## config.mk

```make
export PLATFORM = sky130hd
export DESIGN_NAME = fixed_block_pool_allocator_unit
export DESIGN_NICKNAME = d
export VERILOG_FILES = /design/src/rtl/core/fbpa_pkg.sv /design/src/rtl/core/fixed_block_pool_allocator_unit.sv /design/src/rtl/core/fbpa_ram.sv /design/src/rtl/core/fbpa_seq.sv
export SDC_FILE = /design/constraint.sdc
export NUM_CORES = 2
export LEC_CHECK = 0
export ABC_AREA = 0
export ABC_CLOCK_PERIOD_IN_PS = 10100
export BUFFER_PORTS_ARGS = -buffer_cell sky130_fd_sc_hd__buf_4
export CAP_MARGIN = 20
export CORE_ASPECT_RATIO = 2
export CORE_MARGIN = 8
export CORE_UTILIZATION = 55
export CTS_BUF_LIST = sky130_fd_sc_hd__clkbuf_4 sky130_fd_sc_hd__clkbuf_8
export CTS_CLUSTER_DIAMETER = 40
export DETAILED_ROUTE_END_ITERATION = 12
export PLACE_DENSITY = 0.73
export SLEW_MARGIN = 10
export SYNTH_ARGS = -nofsm -noshare
export SYNTH_HDL_FRONTEND = slang
export SYNTH_SLANG_ARGS = --single-unit
```

## constraint.sdc

```tcl
create_clock -name aclk -period 10.1 [get_ports aclk]
set_clock_uncertainty 0.2 [all_clocks]
set_input_delay 2.02 -clock aclk [delete_from_list [all_inputs] [get_ports aclk]]
set_output_delay 2.02 -clock aclk [all_outputs]
set_load 0.1 [all_outputs]
```

## src/rtl/core/fbpa_pkg.sv

```systemverilog
`default_nettype none
// ----------------------------------------------------------------------------
// fbpa_pkg
// Shared types and codes of the fixed block pool allocator: request and
// result words, status codes, register indexes and sequencer types.
// ----------------------------------------------------------------------------
package fbpa_pkg;

    // configuration port
    localparam int CFG_INDEX_W = 2;
    localparam int CFG_DATA_W  = 48;

    typedef enum logic [CFG_INDEX_W-1:0] {
        CFG_CHUNK_BYTES   = 2'd0,
        CFG_CHUNKS_IN_USE = 2'd1,
        CFG_POOL_BASE     = 2'd2
    } fbpa_cfg_index_t;

    // register reset values
    localparam logic [31:0] CHUNK_BYTES_RESET   = 32'd250000000;
    localparam logic [6:0]  CHUNKS_IN_USE_RESET = 7'd4;
    localparam logic [47:0] POOL_BASE_RESET     = 48'd0;

    // request opcodes
    localparam logic OP_ALLOC = 1'b0;
    localparam logic OP_FREE  = 1'b1;

    // result status codes
    localparam logic [1:0] STATUS_OK         = 2'd0;
    localparam logic [1:0] STATUS_TOO_LARGE  = 2'd1;
    localparam logic [1:0] STATUS_OUT_OF_MEM = 2'd2;
    localparam logic [1:0] STATUS_BAD_HANDLE = 2'd3;

    // input word
    typedef struct packed {
        logic        opcode;
        logic [31:0] request_bytes;
        logic [5:0]  release_handle;
    } fbpa_req_t;

    // result word
    typedef struct packed {
        logic [1:0]  status;
        logic [5:0]  granted_handle;
        logic [47:0] granted_address;
        logic [37:0] occupied_bytes;
        logic [6:0]  free_chunks;
    } fbpa_rsp_t;

    // sequencer states
    typedef enum logic [1:0] {
        FSM_SWEEP,
        FSM_IDLE,
        FSM_UPDATE,
        FSM_FINISH
    } fbpa_state_t;

    // sequencer to datapath controls
    typedef struct packed {
        logic sweep;
        logic ready;
        logic accept;
        logic update;
        logic finish;
    } fbpa_ctrl_t;

endpackage : fbpa_pkg
`default_nettype wire

```

## src/rtl/core/fixed_block_pool_allocator_unit.sv

```systemverilog
`default_nettype none
// ----------------------------------------------------------------------------
// fixed_block_pool_allocator_unit
// Fixed-size chunk pool with a last-in first-out free list kept in RAM.
// A request reads the free-list and allocated-flag RAMs when accepted,
// writes back in the update state and loads its result in the finish state,
// which waits on a stalled result channel; no request is accepted before
// the last result is loaded. Reset and writes to chunk_bytes or chunks_in_use
// start a rebuild sweep of both RAMs; no request is accepted until it ends.
// ----------------------------------------------------------------------------
module fixed_block_pool_allocator_unit
    import fbpa_pkg::*;
#(
    parameter int MAX_CHUNKS = 64
) (
    input  wire logic                   aclk,
    input  wire logic                   aresetn,
    // configuration
    input  wire logic                   cfg_we,
    input  wire logic [CFG_INDEX_W-1:0] cfg_index,
    input  wire logic [CFG_DATA_W-1:0]  cfg_wdata,
    // request channel
    input  wire logic                   s_valid,
    output logic                        s_ready,
    input  wire fbpa_req_t              s_data,
    // result channel
    output logic                        m_valid,
    input  wire logic                   m_ready,
    output fbpa_rsp_t                   m_data
);

    localparam int IDX_W  = (MAX_CHUNKS > 1) ? $clog2(MAX_CHUNKS) : 1;
    localparam int CNT_W  = $clog2(MAX_CHUNKS + 1);
    localparam int PROD_W = IDX_W + 32;
    localparam logic [IDX_W-1:0] LAST_IDX = IDX_W'(MAX_CHUNKS - 1);

    // configuration registers
    logic [31:0] chunk_bytes_reg;
    logic [6:0]  chunks_in_use_reg;
    logic [47:0] pool_base_reg;
    logic        reinit;

    assign reinit = cfg_we && ((cfg_index == CFG_CHUNK_BYTES) ||
                               (cfg_index == CFG_CHUNKS_IN_USE));

    always_ff @(posedge aclk) begin
        if (!aresetn) begin
            chunk_bytes_reg   <= CHUNK_BYTES_RESET;
            chunks_in_use_reg <= CHUNKS_IN_USE_RESET;
            pool_base_reg     <= POOL_BASE_RESET;
        end else if (cfg_we) begin
            unique case (cfg_index)
                CFG_CHUNK_BYTES:   chunk_bytes_reg   <= cfg_wdata[31:0];
                CFG_CHUNKS_IN_USE: chunks_in_use_reg <= cfg_wdata[6:0];
                CFG_POOL_BASE:     pool_base_reg     <= cfg_wdata[47:0];
                default:           ;
            endcase
        end
    end

    // effective pool size, saturated to the RAM depth
    logic [CNT_W-1:0] pool_count;

    assign pool_count = (32'(chunks_in_use_reg) > 32'(MAX_CHUNKS)) ?
                        CNT_W'(MAX_CHUNKS) : CNT_W'(chunks_in_use_reg);

    // sequencer
    fbpa_ctrl_t ctrl;
    logic       sweep_last;
    logic       out_free;

    assign out_free = !m_valid || m_ready;

    fbpa_seq u_seq (
        .aclk       (aclk),
        .aresetn    (aresetn),
        .s_valid    (s_valid),
        .reinit     (reinit),
        .sweep_last (sweep_last),
        .out_free   (out_free),
        .ctrl       (ctrl)
    );

    assign s_ready = ctrl.ready;

    // rebuild sweep index
    logic [IDX_W-1:0] sweep_idx_reg;
    logic [IDX_W-1:0] sweep_idx_next;

    assign sweep_last = (sweep_idx_reg == LAST_IDX);

    always_comb begin
        sweep_idx_next = sweep_idx_reg;
        if (reinit) begin
            sweep_idx_next = '0;
        end else if (ctrl.sweep && !sweep_last) begin
            sweep_idx_next = sweep_idx_reg + IDX_W'(1);
        end
    end

    // datapath registers
    logic [CNT_W-1:0]  top_reg,    top_next;
    logic [37:0]       occ_reg,    occ_next;
    fbpa_req_t         req_reg,    req_next;
    logic [1:0]        status_reg, status_next;
    logic              grant_reg,  grant_next;
    logic [IDX_W-1:0]  handle_reg, handle_next;
    logic [PROD_W-1:0] prod_reg,   prod_next;
    logic              m_valid_reg, m_valid_next;
    fbpa_rsp_t         m_data_reg,  m_data_next;

    // memory ports
    logic             stack_we;
    logic [IDX_W-1:0] stack_waddr;
    logic [IDX_W-1:0] stack_wdata;
    logic [IDX_W-1:0] stack_raddr;
    logic [IDX_W-1:0] stack_rdata;
    logic             flag_we;
    logic [IDX_W-1:0] flag_waddr;
    logic             flag_wdata;
    logic [IDX_W-1:0] flag_raddr;
    logic             flag_rdata;

    fbpa_ram #(
        .DATA_W (IDX_W),
        .DEPTH  (MAX_CHUNKS)
    ) u_stack_ram (
        .aclk  (aclk),
        .we    (stack_we),
        .waddr (stack_waddr),
        .wdata (stack_wdata),
        .raddr (stack_raddr),
        .rdata (stack_rdata)
    );

    fbpa_ram #(
        .DATA_W (1),
        .DEPTH  (MAX_CHUNKS)
    ) u_flag_ram (
        .aclk  (aclk),
        .we    (flag_we),
        .waddr (flag_waddr),
        .wdata (flag_wdata),
        .raddr (flag_raddr),
        .rdata (flag_rdata)
    );

    // reads go out in the accept cycle, data returns in the update cycle
    assign stack_raddr = IDX_W'(top_reg - CNT_W'(1));
    assign flag_raddr  = IDX_W'(s_data.release_handle);

    // request decode on the latched word
    logic is_alloc;
    logic too_large;
    logic list_empty;
    logic rel_in_pool;
    logic free_ok;
    logic grant;

    assign is_alloc    = (req_reg.opcode == OP_ALLOC);
    assign too_large   = (req_reg.request_bytes > chunk_bytes_reg);
    assign list_empty  = (top_reg == '0);
    assign rel_in_pool = (32'(req_reg.release_handle) < 32'(pool_count));
    assign free_ok     = !is_alloc && rel_in_pool && flag_rdata;
    assign grant       = is_alloc && !too_large && !list_empty;

    // update and write-back
    always_comb begin
        top_next    = top_reg;
        occ_next    = occ_reg;
        req_next    = req_reg;
        status_next = status_reg;
        grant_next  = grant_reg;
        handle_next = handle_reg;
        prod_next   = prod_reg;
        stack_we    = 1'b0;
        stack_waddr = sweep_idx_reg;
        stack_wdata = IDX_W'(pool_count - CNT_W'(1) - CNT_W'(sweep_idx_reg));
        flag_we     = 1'b0;
        flag_waddr  = sweep_idx_reg;
        flag_wdata  = 1'b0;

        if (ctrl.accept) begin
            req_next = s_data;
        end

        priority if (ctrl.sweep) begin
            // rebuild: chunk 0 on top, all flags clear
            stack_we = 1'b1;
            flag_we  = 1'b1;
            top_next = pool_count;
            occ_next = '0;
        end else if (ctrl.update) begin
            grant_next  = grant;
            handle_next = grant ? stack_rdata : '0;
            prod_next   = PROD_W'(handle_next) * PROD_W'(chunk_bytes_reg);
            if (is_alloc) begin
                if (too_large) begin
                    status_next = STATUS_TOO_LARGE;
                end else if (list_empty) begin
                    status_next = STATUS_OUT_OF_MEM;
                end else begin
                    status_next = STATUS_OK;
                    top_next    = top_reg - CNT_W'(1);
                    occ_next    = occ_reg + 38'(chunk_bytes_reg);
                    flag_we     = 1'b1;
                    flag_waddr  = stack_rdata;
                    flag_wdata  = 1'b1;
                end
            end else if (free_ok) begin
                status_next = STATUS_OK;
                top_next    = top_reg + CNT_W'(1);
                occ_next    = occ_reg - 38'(chunk_bytes_reg);
                flag_we     = 1'b1;
                flag_waddr  = IDX_W'(req_reg.release_handle);
                flag_wdata  = 1'b0;
                stack_we    = 1'b1;
                stack_waddr = IDX_W'(top_reg);
                stack_wdata = IDX_W'(req_reg.release_handle);
            end else begin
                status_next = STATUS_BAD_HANDLE;
            end
        end else begin
            // hold
        end
    end

    // result register
    always_comb begin
        m_valid_next = m_valid_reg;
        m_data_next  = m_data_reg;
        if (ctrl.finish) begin
            m_valid_next                = 1'b1;
            m_data_next.status          = status_reg;
            m_data_next.granted_handle  = 6'(handle_reg);
            m_data_next.granted_address = grant_reg ?
                                          (pool_base_reg + 48'(prod_reg)) : 48'd0;
            m_data_next.occupied_bytes  = occ_reg;
            m_data_next.free_chunks     = 7'(top_reg);
        end else if (m_ready) begin
            m_valid_next = 1'b0;
        end
    end

    // control state
    always_ff @(posedge aclk) begin
        if (!aresetn) begin
            sweep_idx_reg <= '0;
            top_reg       <= '0;
            occ_reg       <= '0;
            m_valid_reg   <= 1'b0;
        end else begin
            sweep_idx_reg <= sweep_idx_next;
            top_reg       <= top_next;
            occ_reg       <= occ_next;
            m_valid_reg   <= m_valid_next;
        end
    end

    // payload registers
    always_ff @(posedge aclk) begin
        req_reg    <= req_next;
        status_reg <= status_next;
        grant_reg  <= grant_next;
        handle_reg <= handle_next;
        prod_reg   <= prod_next;
        m_data_reg <= m_data_next;
    end

    assign m_valid = m_valid_reg;
    assign m_data  = m_data_reg;

endmodule : fixed_block_pool_allocator_unit
`default_nettype wire

```

## src/rtl/core/fbpa_ram.sv

```systemverilog
`default_nettype none
// ----------------------------------------------------------------------------
// fbpa_ram
// Simple dual-port synchronous RAM: one write port, one read port with
// registered read data.
// ----------------------------------------------------------------------------
module fbpa_ram #(
    parameter int DATA_W = 8,
    parameter int DEPTH  = 64
) (
    input  wire logic                                   aclk,
    input  wire logic                                   we,
    input  wire logic [((DEPTH > 1) ? $clog2(DEPTH) : 1)-1:0] waddr,
    input  wire logic [DATA_W-1:0]                      wdata,
    input  wire logic [((DEPTH > 1) ? $clog2(DEPTH) : 1)-1:0] raddr,
    output logic      [DATA_W-1:0]                      rdata
);

    logic [DATA_W-1:0] mem [DEPTH];

    // write port
    always_ff @(posedge aclk) begin
        if (we) begin
            mem[waddr] <= wdata;
        end
    end

    // registered read port
    always_ff @(posedge aclk) begin
        rdata <= mem[raddr];
    end

endmodule : fbpa_ram
`default_nettype wire

```

## src/rtl/core/fbpa_seq.sv

```systemverilog
`default_nettype none
// ----------------------------------------------------------------------------
// fbpa_seq
// Request sequencer: runs the pool rebuild sweep, then steps each request
// through memory read, update/write-back and result load.
// ----------------------------------------------------------------------------
module fbpa_seq
    import fbpa_pkg::*;
(
    input  wire logic aclk,
    input  wire logic aresetn,
    input  wire logic s_valid,
    input  wire logic reinit,
    input  wire logic sweep_last,
    input  wire logic out_free,
    output fbpa_ctrl_t ctrl
);

    fbpa_state_t state_reg;
    fbpa_state_t state_next;

    // state register
    always_ff @(posedge aclk) begin
        if (!aresetn) begin
            state_reg <= FSM_SWEEP;
        end else begin
            state_reg <= state_next;
        end
    end

    // next state
    always_comb begin
        state_next = state_reg;
        if (reinit) begin
            state_next = FSM_SWEEP;
        end else begin
            unique case (state_reg)
                FSM_SWEEP: begin
                    if (sweep_last) begin
                        state_next = FSM_IDLE;
                    end
                end
                FSM_IDLE: begin
                    if (s_valid) begin
                        state_next = FSM_UPDATE;
                    end
                end
                FSM_UPDATE: begin
                    state_next = FSM_FINISH;
                end
                FSM_FINISH: begin
                    if (out_free) begin
                        state_next = s_valid ? FSM_UPDATE : FSM_IDLE;
                    end
                end
                default: begin
                    state_next = FSM_SWEEP;
                end
            endcase
        end
    end

    // control outputs
    always_comb begin
        ctrl.sweep  = (state_reg == FSM_SWEEP);
        ctrl.ready  = (state_reg == FSM_IDLE) || ((state_reg == FSM_FINISH) && out_free);
        ctrl.accept = ctrl.ready && s_valid;
        ctrl.update = (state_reg == FSM_UPDATE);
        ctrl.finish = (state_reg == FSM_FINISH) && out_free;
    end

endmodule : fbpa_seq
`default_nettype wire
```

==> flow_summary.ini <==
[logic_synthesis]
syn_inst = 3398
synth_edf_count = 635
ys_types = 90
ys.flop_type = edfxtp_1
post_synth_instance_area_mm2 = 0.0421
avgSynthCellArea_um2 = 12.4
ys_warn_count = 0
ys_seq_area_share_pct = 52.3
synth-async-reset-ratio_pct = 0
ys_ff_latch = 783
synth_nets = 3783

[floorplan]
die_w_um = 212
ios = 197
row_count = 143
die_area_mm2 = 0.0862
die_h_um = 407
core_mm2 = 0.0759
initial_core_util_pct = 55.5

[critical_path]
cpLargestDelayFamily = compound AO/OA/AOI/OAI gates
cpMaxStageDelayCell = o21ai_0
crit_path_max_incr_delay_ns = 0.69
crit_type = register to register
reg2reg_slack_ns = 1.50
r2r-end = prod_reg[36]$_DFFE_PP_
ff2ff_path_depth = 25
required_ns = 10.41
cp-end-kind = register
timing.rr.start = chunk_bytes_reg[26]$_SDFFE_PN1P_
cpMostUsedCell = a21oi_1
cp.arrival_ns = 8.92
crit_buf_inv = 3
critPathLaunchType = register
critPathMaxFanout = 184

[timing]
fin_crit_sh_pct = 85.2
fmax_mhz = 116
fin_tns_setup_ns = 0
hold_slack_ns = 0.220
setup_violations = 0
maxSlewViolCount = 0
relSlewSlack_pct = 30.4
rsz0062_at_grt = no
hold_viol_final = 0
period_minus_slack_ns = 8.60
finalWorstSetupSlack_ns = 1.50
tightest_slew_ns = 1.04

[clock_tree]
cts_resized = 0
cts_sinks = 783
clock_path_buffers = 3
cts_tree = yes
cts_hold_buffers = 0
cts_setup_buffers = 0
cts-root-buf = clkbuf_8
htree_levels = 3
clkLatencyLatePin_ns = 0.82
clkTransAtPathRegs_ns = 0.07
cts_buffers = 107

[route]
wire_per_inst_um = 24.1
num_vias = 27900
wirelength_mm = 112
ant_nets = 0
vias_per_cell = 5.99
route.detailed.drc = 0
dr.pass1.iters = 6
first_iter_violations = 2080

[min_path]
hp-start = status_reg[0]$_DFFE_PP_
hold_path_end = m_data[99]$_DFFE_PP_
hold_path.class = register to register
hold_depth = 0

[grt]
grt_pass1_vias = 28500
grt_max_degree = 185
grt.total_usage_pct = 25.9
antenna_found_initial = 5
grt_pass1_wl_mm = 168
overflow = 0

[layout]
drive_gt1_share_pct = 17.3
design_area_mm2 = 0.0468
final_cells = 4662
area_delta_synth_final_pct = 11.2
largest_register_ffs = 384
fin_util_pct = 61.7
fin_nets = 3932

[run]
drv_cap = 0

[placement]
dp_slack_ns = 1.68
io_buffers = 196
dpl.hpwl_mm = 83.2
place_area_mm2 = 0.0444
gp_congestion = 0.944
dp.cells = 4452

[pwr]
power_mw = 6.90
ir_worst_vdd_mv = 0.112
leakage_nw = 18.1
power_density_mw_per_mm2 = 147

[outcome]
status = complete, no violations
-- Yosys cell counts (all sizes together), types with 7 or more instances --
library cell	n	area (um^2)
edfxtp	635	19100
nand2	316	1190
inv	231	867
nor2	200	751
and3	198	1240
ha	167	2090
a21oi	156	785
clkbuf	152	571
dfxtp	148	2960
mux4	147	3310
fa	124	2480
nor3	90	490
xnor2	89	780
a21o	78	586
a21boi	76	571
o21ai	74	370
nand3	47	235
nand2b	45	282
xor2	45	394
buf	43	257
o211ai	33	299
a31oi	27	169
o21a	24	180
and2	20	125
nor2b	19	119
nand4	18	113
mux2i	17	170
a211oi	15	148
o21bai	15	113
nor4	11	81.3
o221ai	11	179
or2	11	68.8
or3	9	56.3
a31o	7	61.3
and4	7	61.3
nor3b	7	52.6
o31ai	7	52.6
-- cells by family after synthesis --
| group | synth area share [%] |
|---|---|
| buffers and inverters | 4.02 |
| AOI/OAI and AO/OA | 9.83 |
| muxes | 8.35 |
| xor gates and xnor gates | 2.84 |
| adders and majority gates | 10.9 |
| DFF | 52.3 |
| and+or+nand+nor | 11.8 |
-- where the power goes --
group          total [mW]  leakage (nW)  switching [mW]  internal (mW)
logic               0.676          10.1           0.441          0.234
clock network        2.64          1.21            1.27           1.37
registers            3.58          6.76          0.0291           3.55
-- metal layers --
metal	wire, um	part of all wire, %	GRT usage (%)
met4	8880	7.9	18.6
met3	6710	6.0	4.13
met5	0	0	0
met1	37400	33	26.6
met2	59300	53	47.0
-- layout by cell type (no fill, tap or decap), types with 45 or more instances in the layout --
master and n:
dfxtp_1 147, nand3_1 47, a21oi_1 153, nand2_1 315, fa_1 124, a21boi_0 73
mux4_2 147, edfxtp_1 635, nor2_1 198, o21ai_0 69, ha_1 166, nor3_1 81
xor2_1 45, buf_4 232, inv_1 230, nand2b_1 45, a21o_1 78, xnor2_1 87
clkbuf_8 107, and3_1 198
-- worst max-delay path by stage --
stage	slack, ns	endpoint	start	cells past startpoint
floorplan	2.95	prod_reg[36]$_DFFE_PP_	chunk_bytes_reg[26]$_SDFFE_PN1P_	27
global placement	1.89	prod_reg[36]$_DFFE_PP_	chunk_bytes_reg[16]$_SDFFE_PN0P_	26
detailed placement	1.68	prod_reg[36]$_DFFE_PP_	chunk_bytes_reg[26]$_SDFFE_PN1P_	25
CTS	1.66	prod_reg[36]$_DFFE_PP_	chunk_bytes_reg[26]$_SDFFE_PN1P_	25
global route	1.12	prod_reg[36]$_DFFE_PP_	chunk_bytes_reg[9]$_SDFFE_PN1P_	27
finish	1.50	prod_reg[36]$_DFFE_PP_	chunk_bytes_reg[26]$_SDFFE_PN1P_	25
-- worst reg2reg max path: stages (launching register included) --
cell and delay, ns:
dfxtp_1 0.55, inv_1 0.16, ha_1 0.34, and3_1 0.20, a221o_1 0.33, a221oi_2 0.39
a21oi_1 0.21, nor3_2 0.22, buf_12 0.45, and2_0 0.47, nand2_1 0.13, fa_1 0.46
fa_1 0.40, fa_1 0.51, inv_1 0.04, ha_1 0.33, a21oi_1 0.21, o21ai_0 0.12
o21ai_0 0.69, nand2_1 0.23, o22ai_1 0.38, a21oi_1 0.25, a2111oi_0 0.65, o21bai_1 0.15
a21oi_1 0.19, xnor2_1 0.09
-- final cells by class --
type | count | area, um^2
well taps | 1015 | 1270
repair buffers | 235 | 1810
inverters | 231 | 867
fillers | 6080 | 29000
flip-flops and latches | 783 | 22000
diodes | 5 | 12.5
clock inverters | 79 | 738
clock buffers | 125 | 1610
multi-input cells | 2189 | 18500
Power figures use the tool's default switching activity.
